--- src/hdl/mll_pkg.sv ---
`default_nettype none

package mll_pkg;

   localparam int unsigned WordWidth = 64;
   localparam int unsigned HalfWidth = WordWidth / 2;
   localparam int unsigned ProdWidth = 2 * WordWidth;
   localparam int unsigned ExpWidth = 7;

   typedef logic [WordWidth-1:0] word_type;
   typedef logic [HalfWidth-1:0] half_type;
   typedef logic [ProdWidth-1:0] prod_type;
   typedef logic [ExpWidth-1:0] exp_type;

   localparam exp_type MinExponent = 7'd3;
   localparam exp_type MaxExponent = 7'd64;
   localparam exp_type RoundsOffset = 7'd2;
   localparam word_type Seed = 64'd4;
   localparam word_type Offset = 64'd2;

   // Request from the test sequencer to the squaring unit.
   typedef struct packed {
      logic    start;
      exp_type exponent;
   } sq_ctrl_type;

   // Status returned by the squaring unit.
   typedef struct packed {
      logic busy;
      logic done;
   } sq_stat_type;

endpackage

`default_nettype wire

--- src/hdl/mll_squarer.sv ---
`default_nettype none

module mll_squarer (
   input  wire logic                 clock,
   input  wire logic                 reset,
   input  wire mll_pkg::sq_ctrl_type ctrl,
   input  wire mll_pkg::word_type    operand,
   input  wire mll_pkg::word_type    modulus,
   output mll_pkg::sq_stat_type      status,
   output mll_pkg::word_type         result
);

   typedef enum logic [2:0] {
      SQ_IDLE,
      SQ_MUL_LL,
      SQ_MUL_LH,
      SQ_MUL_HH,
      SQ_FOLD,
      SQ_NORM,
      SQ_TRIM
   } state_type;

   state_type          state_ff;
   logic               done_ff;
   mll_pkg::word_type  op_ff;
   mll_pkg::word_type  mod_ff;
   mll_pkg::word_type  modm2_ff;
   mll_pkg::exp_type   exp_ff;
   mll_pkg::prod_type  prod_ff;
   logic [64:0]        sum_ff;
   mll_pkg::word_type  red_ff;
   mll_pkg::word_type  result_ff;

   mll_pkg::half_type  mul_a;
   mll_pkg::half_type  mul_b;
   mll_pkg::word_type  mul_p;
   mll_pkg::prod_type  partial_in;
   mll_pkg::prod_type  shifted;
   logic [64:0]        sum_in;
   logic [64:0]        wrap_sum;
   mll_pkg::word_type  red_in;
   mll_pkg::word_type  trim_in;

   // The one multiplier: the square is built from three half-width products,
   // the cross product counted twice by shifting it one place further.
   always_comb begin
      case (state_ff)
         SQ_MUL_LH: begin
            mul_a = op_ff[31:0];
            mul_b = op_ff[63:32];
         end
         SQ_MUL_HH: begin
            mul_a = op_ff[63:32];
            mul_b = op_ff[63:32];
         end
         default: begin
            mul_a = op_ff[31:0];
            mul_b = op_ff[31:0];
         end
      endcase
      mul_p = mul_a * mul_b;
      case (state_ff)
         SQ_MUL_LH: partial_in = {31'd0, mul_p, 33'd0};
         SQ_MUL_HH: partial_in = {mul_p, 64'd0};
         default:   partial_in = {64'd0, mul_p};
      endcase
   end

   // Since 2^p is one modulo M, the bits above p fold straight onto the low bits.
   always_comb begin
      shifted  = prod_ff >> exp_ff;
      sum_in   = {1'b0, shifted[63:0]} + {1'b0, prod_ff[63:0] & mod_ff};
      wrap_sum = {1'b0, sum_ff[63:0] & mod_ff} + {64'd0, sum_ff[exp_ff]};
      if (wrap_sum >= {1'b0, mod_ff}) begin
         red_in = wrap_sum[63:0] - mod_ff;
      end else begin
         red_in = wrap_sum[63:0];
      end
      if (red_ff >= mll_pkg::Offset) begin
         trim_in = red_ff - mll_pkg::Offset;
      end else begin
         trim_in = red_ff + modm2_ff;
      end
   end

   always_ff @(posedge clock) begin
      if (reset) begin
         state_ff <= SQ_IDLE;
         done_ff  <= 1'b0;
      end else begin
         done_ff <= 1'b0;
         case (state_ff)
            SQ_IDLE: begin
               if (ctrl.start) begin
                  op_ff    <= operand;
                  mod_ff   <= modulus;
                  modm2_ff <= modulus - mll_pkg::Offset;
                  exp_ff   <= ctrl.exponent;
                  state_ff <= SQ_MUL_LL;
               end
            end
            SQ_MUL_LL: begin
               prod_ff  <= partial_in;
               state_ff <= SQ_MUL_LH;
            end
            SQ_MUL_LH: begin
               prod_ff  <= prod_ff + partial_in;
               state_ff <= SQ_MUL_HH;
            end
            SQ_MUL_HH: begin
               prod_ff  <= prod_ff + partial_in;
               state_ff <= SQ_FOLD;
            end
            SQ_FOLD: begin
               sum_ff   <= sum_in;
               state_ff <= SQ_NORM;
            end
            SQ_NORM: begin
               red_ff   <= red_in;
               state_ff <= SQ_TRIM;
            end
            SQ_TRIM: begin
               result_ff <= trim_in;
               done_ff   <= 1'b1;
               state_ff  <= SQ_IDLE;
            end
            default: begin
               state_ff <= SQ_IDLE;
            end
         endcase
      end
   end

   assign status.busy = (state_ff != SQ_IDLE);
   assign status.done = done_ff;
   assign result      = result_ff;

   a_result_reduced: assert property (@(posedge clock) disable iff (reset)
      done_ff |-> (result_ff < mod_ff))
      else $error("squarer result not below the modulus");

   a_start_when_idle: assert property (@(posedge clock) disable iff (reset)
      ctrl.start |-> (state_ff == SQ_IDLE))
      else $error("squarer started while busy");

   a_fold_bound: assert property (@(posedge clock) disable iff (reset)
      (state_ff == SQ_NORM) |-> ((sum_ff >> exp_ff) <= 65'd1))
      else $error("first fold left more than one carry above the exponent");

endmodule

`default_nettype wire

--- src/hdl/mersenne_lucas_lehmer_test_unit.sv ---
`default_nettype none

// Channel  Direction  Word                      Handshake
// req      in         tdata[6:0] exponent       req_tvalid / req_tready
// rsp      out        tdata[6:0] verdict        rsp_tvalid / rsp_tready
//
// One word is worked on at a time; each squaring round runs on the shared
// 32x32 multiplier and fold unit, and a word with exponent p is given its
// verdict after p-2 squaring rounds from the seed.
// An exponent outside 3..64 is answered with 0 in the cycle after acceptance.
// A waiting verdict holds off the next request until it is taken, which may be
// in the same cycle as the request.
// Reset is synchronous and clears the sequencer and the output valid.

module mersenne_lucas_lehmer_test_unit (
   input  wire logic       clock,
   input  wire logic       reset,
   input  wire logic       req_tvalid,
   output logic            req_tready,
   input  wire logic [7:0] req_tdata,   // [6:0] exponent
   output logic            rsp_tvalid,
   input  wire logic       rsp_tready,
   output logic [7:0]      rsp_tdata    // [6:0] verdict
);

   typedef enum logic [0:0] {
      T_IDLE,
      T_RUN
   } state_type;

   state_type            state_ff;
   logic                 start_ff;
   logic                 rsp_valid_ff;
   mll_pkg::exp_type     verdict_ff;
   mll_pkg::exp_type     exp_ff;
   mll_pkg::exp_type     rounds_ff;
   mll_pkg::word_type    modulus_ff;
   mll_pkg::word_type    residue_ff;

   mll_pkg::exp_type     req_exp;
   logic                 in_range;
   logic                 accept;
   logic [64:0]          mask_wide;
   mll_pkg::word_type    modulus_in;
   mll_pkg::sq_ctrl_type sq_ctrl;
   mll_pkg::sq_stat_type sq_stat;
   mll_pkg::word_type    sq_result;

   assign req_exp    = req_tdata[6:0];
   assign in_range   = (req_exp >= mll_pkg::MinExponent) && (req_exp <= mll_pkg::MaxExponent);
   assign req_tready = (state_ff == T_IDLE) && (!rsp_valid_ff || rsp_tready);
   assign accept     = req_tvalid && req_tready;
   assign mask_wide  = (65'd1 << req_exp) - 65'd1;
   assign modulus_in = mask_wide[63:0];

   assign sq_ctrl.start    = start_ff;
   assign sq_ctrl.exponent = exp_ff;

   mll_squarer u_squarer (
      .clock   (clock),
      .reset   (reset),
      .ctrl    (sq_ctrl),
      .operand (residue_ff),
      .modulus (modulus_ff),
      .status  (sq_stat),
      .result  (sq_result)
   );

   always_ff @(posedge clock) begin
      if (reset) begin
         state_ff     <= T_IDLE;
         start_ff     <= 1'b0;
         rsp_valid_ff <= 1'b0;
         rounds_ff    <= '0;
         modulus_ff   <= '0;
         residue_ff   <= '0;
      end else begin
         start_ff <= 1'b0;
         if (rsp_valid_ff && rsp_tready) begin
            rsp_valid_ff <= 1'b0;
         end
         case (state_ff)
            T_IDLE: begin
               if (accept) begin
                  if (in_range) begin
                     exp_ff     <= req_exp;
                     modulus_ff <= modulus_in;
                     residue_ff <= mll_pkg::Seed;
                     rounds_ff  <= req_exp - mll_pkg::RoundsOffset;
                     start_ff   <= 1'b1;
                     state_ff   <= T_RUN;
                  end else begin
                     verdict_ff   <= '0;
                     rsp_valid_ff <= 1'b1;
                  end
               end
            end
            T_RUN: begin
               if (sq_stat.done) begin
                  residue_ff <= sq_result;
                  rounds_ff  <= rounds_ff - 7'd1;
                  // The output register was free when the word was taken, so the
                  // verdict can be written without waiting.
                  if (rounds_ff == 7'd1) begin
                     verdict_ff   <= (sq_result == '0) ? exp_ff : '0;
                     rsp_valid_ff <= 1'b1;
                     state_ff     <= T_IDLE;
                  end else begin
                     start_ff <= 1'b1;
                  end
               end
            end
            default: begin
               state_ff <= T_IDLE;
            end
         endcase
      end
   end

   assign rsp_tvalid = rsp_valid_ff;
   assign rsp_tdata  = {1'b0, verdict_ff};

   a_done_in_run: assert property (@(posedge clock) disable iff (reset)
      sq_stat.done |-> (state_ff == T_RUN))
      else $error("squarer finished while no test was running");

   a_rounds_left: assert property (@(posedge clock) disable iff (reset)
      (state_ff == T_RUN) |-> (rounds_ff != '0))
      else $error("test running with no rounds left");

   a_residue_reduced: assert property (@(posedge clock) disable iff (reset)
      (state_ff == T_RUN) |-> (residue_ff < modulus_ff))
      else $error("residue not below the modulus");

   a_idle_squarer: assert property (@(posedge clock) disable iff (reset)
      (state_ff == T_IDLE) |-> (!sq_stat.busy && !start_ff))
      else $error("squarer active while the sequencer is idle");

endmodule

`default_nettype wire
--- config.mk ---
export PLATFORM = sky130hd
export DESIGN_NAME = mersenne_lucas_lehmer_test_unit
export DESIGN_NICKNAME = d
export VERILOG_FILES = /design/src/hdl/mll_pkg.sv /design/src/hdl/mll_squarer.sv /design/src/hdl/mersenne_lucas_lehmer_test_unit.sv
export SDC_FILE = /design/constraint.sdc
export NUM_CORES = 2
export LEC_CHECK = 0
export ABC_AREA = 1
export ABC_CLOCK_PERIOD_IN_PS = 13100
export BUFFER_PORTS_ARGS = -buffer_cell sky130_fd_sc_hd__buf_2
export CAP_MARGIN = 30
export CELL_PAD_IN_SITES_DETAIL_PLACEMENT = 2
export CELL_PAD_IN_SITES_GLOBAL_PLACEMENT = 2
export CORE_UTILIZATION = 39
export DETAILED_ROUTE_END_ITERATION = 8
export GPL_TIMING_DRIVEN = 1
export MAX_ROUTING_LAYER = met4
export PLACE_DENSITY = 0.93
export SLEW_MARGIN = 10
export SYNTH_ARGS = -nofsm -noshare
export SYNTH_HDL_FRONTEND = slang
export SYNTH_SLANG_ARGS = --single-unit
--- constraint.sdc ---
create_clock -name clock -period 13.1 [get_ports clock]
set_input_delay 0.655 -clock clock [delete_from_list [all_inputs] [get_ports clock]]
set_output_delay 0.655 -clock clock [all_outputs]
set_load 0.02 [all_outputs]
==> results of run 1 <==
## Yosys cell counts (all sizes together), types with 2 or more instances
cell and count:
nand2 3364, inv 2410, nor2 2278, o21ai 1036
fa 900, a21oi 778, nand3 760, ha 589
edfxtp 533, xor2 265, clkbuf 261, buf 199
nand4 177, nor3 150, dfxtp 142, xnor2 111
o211ai 91, or2 78, nor4 66, o21bai 57
mux2i 54, o21a 53, a31oi 50, a21o 40
o22ai 37, a21boi 26, nand3b 22, clkinv 19
o221ai 14, and2 12, and3 10, o2111ai 8
a211oi 7, a31o 5, a221oi 3, o311ai 3
nor2b 2, nor4b 2, o211a 2, o31ai 2
## through the flow
stage	TNS (ns)	cell area (µm²)	worst slack (ns)
after CTS	0	107300	0.02666
after detailed placement	-0.8595	104400	-0.2074
after global placement	0	104300	1.184
after floorplan	0	99820	2.591
## repair_timing
item / CTS
setup endpoints to repair: 61
setup buffers: 8
pin swaps: 0
resized for setup: 10
## kinds of logic after synthesis
family | after synthesis
simple gates | 6923
other cells | 1
buf+inv | 2889
fa+ha+maj | 1489
flops | 675
mux | 54
xor+xnor | 376
compound gates | 2219
## routing by layer
layer	GRT overflow	GRT usage
met4	7	0.5500
met2	11	0.7907
met5	-	-
met3	0	0.4250
met1	0	0.6521
==> flow_summary.rst, run 1 <==
.. list-table::
   :header-rows: 1

   * - Metric
     - Value
   * - Status
     - did not finish
   * - Failed at
     - 5_1_grt
   * - Error that halted the flow
     - [ERROR GRT-0116] Global routing finished with congestion. Check the congestion regions in the DRC Viewer.
   * - Count of flip-flops with a built-in enable after synthesis
     - 533
   * - Number of distinct library cells after synthesis
     - 74
   * - Syn nets
     - 16.13k
   * - Asr flop ratio synth
     - 0
   * - Number of buffers inserted for hold repair after clock tree synthesis
     - 0
   * - Fraction of the mapped netlist area in simple logic gates
     - 0.2851
   * - Buffers on Ports
     - 19
   * - Dominant combinational cell family by area after synthesis
     - simple AND/OR/NAND/NOR gates
   * - Starting density of the core
     - 0.3927
   * - Top-area cell type share of the netlist area
     - 0.1805
   * - Avg Inst Size Synth
     - 6.825 µm²
   * - Share of synthesized area occupied by flip-flops and latches
     - 0.1888
   * - I/O pins
     - 22
   * - Die Span Y
     - 507.9 µm
   * - Multiplexer share of the synthesized area
     - 0.005415
   * - Post-DP HPWL
     - 530100 µm
   * - Global-route wire length before repair
     - 1093000 µm
   * - Most frequently used flop master after synthesis
     - edfxtp_1
   * - Max clock buf depth
     - 3
   * - Routability Congestion
     - 1.084
   * - Post-synthesis cell area
     - 99820 µm²
   * - Synth Area in Adders
     - 0.2543
   * - Count of standard-cell rows
     - 185
   * - CTS H-Tree Depth
     - 3
   * - All-Layer GR Usage
     - 0.6285
   * - Clock net sink count
     - 675
   * - Clock Tree Root
     - clkbuf_16
   * - Compound-Gate Fraction of Synth Area
     - 0.1216
   * - Num CTS Buffers
     - 84
   * - Main area contributors after synthesis
     - fa_1 (18%), edfxtp_1 (16%), nand2_1 (13%)
   * - Horiz. Die Dim
     - 507.9 µm
   * - Remaining Overflow, GRT
     - 18
   * - Gate count after technology mapping
     - 14.63k
   * - Synthesis Warnings
     - 0
   * - Yosys reg bits
     - 675
   * - Library cell with the largest summed area after synthesis
     - fa_1
   * - Pin count of the biggest net entering global routing
     - 128
   * - Vias in the first global route
     - 134.6k
   * - Share of the synthesized netlist area taken by xor and xnor gates
     - 0.03299
   * - Number of cells in the design after placement
     - 17.83k
==> inputs of run 2 (changes only) <==
--- a/config.mk
+++ b/config.mk
@@ -9,13 +9,10 @@
 export ABC_CLOCK_PERIOD_IN_PS = 13100
 export BUFFER_PORTS_ARGS = -buffer_cell sky130_fd_sc_hd__buf_2
 export CAP_MARGIN = 30
-export CELL_PAD_IN_SITES_DETAIL_PLACEMENT = 2
-export CELL_PAD_IN_SITES_GLOBAL_PLACEMENT = 2
-export CORE_UTILIZATION = 39
+export CORE_UTILIZATION = 35
 export DETAILED_ROUTE_END_ITERATION = 8
 export GPL_TIMING_DRIVEN = 1
-export MAX_ROUTING_LAYER = met4
-export PLACE_DENSITY = 0.93
+export PLACE_DENSITY_LB_ADDON = 0.15
 export SLEW_MARGIN = 10
 export SYNTH_ARGS = -nofsm -noshare
 export SYNTH_HDL_FRONTEND = slang
==> flow_summary.rst, run 2 <==
.. list-table::
   :header-rows: 1

   * - Metric
     - Value
   * - Worst Tran Pin Value
     - 1.113 ns
   * - Gate count after technology mapping
     - 14.63k (unchanged)
   * - Status
     - finished, final reports clean (was did not finish)
   * - Most frequently used flop master after synthesis
     - edfxtp_1 (unchanged)
   * - Number of cells in the design after placement
     - 18.31k (was 17.83k)
   * - Met1 Track Usage GR
     - 0.4346
   * - Setup repair after global routing missed its margin
     - no
   * - Fraction of the core area covered by cells at the end of the flow
     - 0.3835
   * - Yosys reg bits
     - 675 (unchanged)
   * - Clock slew seen by the registers of the worst setup and hold paths
     - 0.07 ns
   * - Final period demand of the worst path
     - 11.99 ns
   * - Crit path top cell by count
     - nand2_1
   * - Number of cells on the worst reg-to-reg path
     - 44
   * - Post-placement worst setup slack
     - 1.289 ns (was -0.2074 ns)
   * - Remaining Overflow, GRT
     - 0
   * - Avg Inst Size Synth
     - 6.825 µm² (unchanged)
   * - Clock net sink count
     - 675 (unchanged)
   * - Number of buffers inserted for hold repair after clock tree synthesis
     - 0 (unchanged)
   * - Critical-path cell with the highest stage delay
     - buf_4
   * - Number of buffers and inverters on the critical path
     - 10
   * - Most used cells in the layout excluding fill and tap cells
     - nand2_1 (3350), inv_1 (2372), nor2_1 (2232), o21ai_0 (937), fa_1 (900)
   * - Count of flip-flops with a built-in enable after synthesis
     - 533 (unchanged)
   * - Clock tree from TritonCTS
     - done
   * - Post-synthesis cell area
     - 99820 µm² (unchanged)
   * - Class of the tightest hold or removal check
     - primary input to flip-flop
   * - Top-area cell type share of the netlist area
     - 0.1805 (unchanged)
   * - Origin of the worst min-delay path
     - req_tdata[5]
   * - Minimum setup slack in the final design
     - 1.110 ns
   * - Required time of the worst setup path
     - 13.55 ns
   * - Routability Congestion
     - 1.052 (was 1.084)
   * - Global routing usage on met2
     - 0.5076
   * - Synthesis-to-finish area growth
     - 8.738%
   * - Critical Path Max Stage Delay
     - 0.69 ns
   * - Post-CTS setup buffer count
     - 0 (was 8)
   * - R2r startpoint
     - u_squarer.state_ff[2]
   * - Max-slew headroom at the worst pin
     - 0.2556
   * - Num CTS Buffers
     - 81 (was 84)
   * - All-Layer GR Usage
     - 0.3207
   * - Commonest cells in the synthesized netlist
     - nand2_1 (3350), inv_1 (2379), nor2_1 (2238) (unchanged)
   * - CTS H-Tree Depth
     - 3 (unchanged)
   * - Count of nets left with antenna violations after detail routing
     - 0
   * - Pin count of the biggest net entering global routing
     - 167
   * - Total Die Area
     - 287300 µm²
   * - Post-CTS Resized
     - 0 (was 10)
   * - Cell depth of the worst min-delay path
     - 1
   * - Final Hold Vio Count
     - 0
   * - Number of max-capacitance violations reported
     - 0
   * - Vias in the first global route
     - 95.76k
   * - Total DRC errors in the routed layout
     - 0
   * - Final wirelength
     - 467800 µm
   * - Library cell with the largest summed area after synthesis
     - fa_1 (unchanged)
   * - Global-route wire length before repair
     - 667700 µm
   * - Detailed-route vias per instance
     - 5.356
   * - Router iterations before antenna repair
     - 7
   * - Max reg flops
     - 127
   * - Clock Tree Root
     - clkbuf_16 (unchanged)
   * - Violation count after the first detailed-routing iteration
     - 9374
   * - Arrival time of data at the critical path endpoint
     - 12.43 ns
   * - Max-slew violation count
     - 0
   * - Largest registers in the final layout
     - u_squarer.prod_ff x127, u_squarer.sum_ff x65
   * - Starting density of the core
     - 0.3527 (was 0.3927)
   * - Fmax
     - 83.40 MHz
   * - Area of the core
     - 283000 µm²
   * - Worst Path Class, Setup
     - flip-flop to flip-flop
   * - Count of standard-cell rows
     - 195 (was 185)
   * - Number of distinct library cells after synthesis
     - 74 (unchanged)
   * - Register bank with the most flops
     - u_squarer.prod_ff
   * - Most crowded layer after global routing
     - met2
   * - I/O pins
     - 22 (unchanged)
   * - Most common cell after layout, fill and taps aside
     - nand2_1
   * - GR Layer Usage met3
     - 0.03932
   * - Worst R2R Setup Slack
     - 1.11 ns
   * - Fin Clk Skew
     - 0.09759 ns
   * - Syn nets
     - 16.13k (unchanged)
   * - Number of setup violations in the final report
     - 0
   * - Post-DP HPWL
     - 400100 µm (was 530100 µm)
   * - Share of synthesized area occupied by flip-flops and latches
     - 0.1888 (unchanged)
   * - Horiz. Die Dim
     - 536.0 µm (was 507.9 µm)
   * - Antenna violations before repair
     - 17
   * - Synthesis Warnings
     - 0 (unchanged)
   * - Asr flop ratio synth
     - 0 (unchanged)
   * - Buffers on Ports
     - 19 (unchanged)
   * - Min-Delay Endpoint
     - exp_ff[5]
   * - Vias after detailed routing
     - 98.92k
   * - Final instance count without filler cells
     - 18.47k
   * - Setup crit end kind
     - flip-flop
   * - Main area contributors after synthesis
     - fa_1 (18%), edfxtp_1 (16%), nand2_1 (13%) (unchanged)
   * - End of the worst register-to-register path
     - u_squarer.prod_ff[74]
   * - Most repeated cell in the gate-level netlist after synthesis
     - nand2_1 (unchanged)
   * - Net count of the finished layout
     - 16.16k
   * - Max clock buf depth
     - 3 (unchanged)
   * - Clock insertion delay at the later pin of the skew report
     - 0.77 ns
   * - Share of the clock period used by the worst path after layout
     - 0.9153
   * - Setup total negative slack
     - 0 ns
   * - Fraction of final layout cells sized beyond drive strength 1
     - 0.05217
   * - Startpoint type of the worst setup path
     - flip-flop
   * - Post-detailed-route wirelength per cell
     - 25.33 µm
   * - Die Span Y
     - 536.0 µm (was 507.9 µm)
   * - Highest fanout seen on the critical path
     - 65
   * - Kind of cell adding the most delay to the critical path
     - adder cells
## run 2: area by class of cell
type	instances	area (µm²)
multi-input combinational	11060	69990
antenna	5	12.51
tap	3743	4683
clock inverter	50	528.0
timing repair buffer	408	3226
fill	31350	174500
sequential	675	18850
clock buffer	97	2118
inverter	2429	9134
## run 2: how the worst max path moves through the flow
stage | startpoint | endpoint | slack [ns] | cells after the start
detailed placement | u_squarer.state_ff[2] | u_squarer.prod_ff[74] | 1.29 | 48
finish | u_squarer.state_ff[2] | u_squarer.prod_ff[74] | 1.11 | 44
global route | u_squarer.state_ff[2] | u_squarer.prod_ff[74] | 0.43 | 46
floorplan | reset | u_squarer.prod_ff[100] | 2.59 | 3
CTS | u_squarer.state_ff[2] | u_squarer.prod_ff[74] | 1.19 | 48
global placement | u_squarer.state_ff[2] | u_squarer.prod_ff[74] | 1.19 | 48
## run 2: per-layer routing
metal / share of wire / vias to the layer above / wire [µm]
met2: 0.44 / 3503 / 206300
met5: 0.000098 / - / 46
met4: 0.055 / 6 / 25720
met3: 0.068 / 646 / 32000
met1: 0.44 / 48150 / 203700
li1: - / 46610 / -
## run 2: logic make-up (layout without fill, tap and decap cells)
logic type | Yosys count | count (layout) | share of synthesized area
AND/OR/NAND/NOR | 6923 | 6923 | 0.2851
AO/OA/AOI/OAI | 2219 | 2219 | 0.1216
multiplexers | 54 | 54 | 0.005415
flip-flops | 675 | 675 | 0.1888
XOR/XNOR | 376 | 376 | 0.03299
adder cells (fa/ha/maj) | 1489 | 1489 | 0.2543
other | 1 | 6 | 0.00003757
buffers and inverters | 2889 | 2984 | 0.1117
## run 2: per-stage QoR
step           instance area (µm²)  hold WS (ns)
2_1_floorplan                99820        0.4082
3_3_place_gp                105700        0.4124
3_5_place_dp                105800        0.4140
4_1_cts                     108500        0.1681
5_1_grt                     108500        0.2055
6_report                    108500        0.2153
Power of run 2 is not shown: default switching activity piles up to over one toggle a cycle in this logic, so the estimate is an artifact.
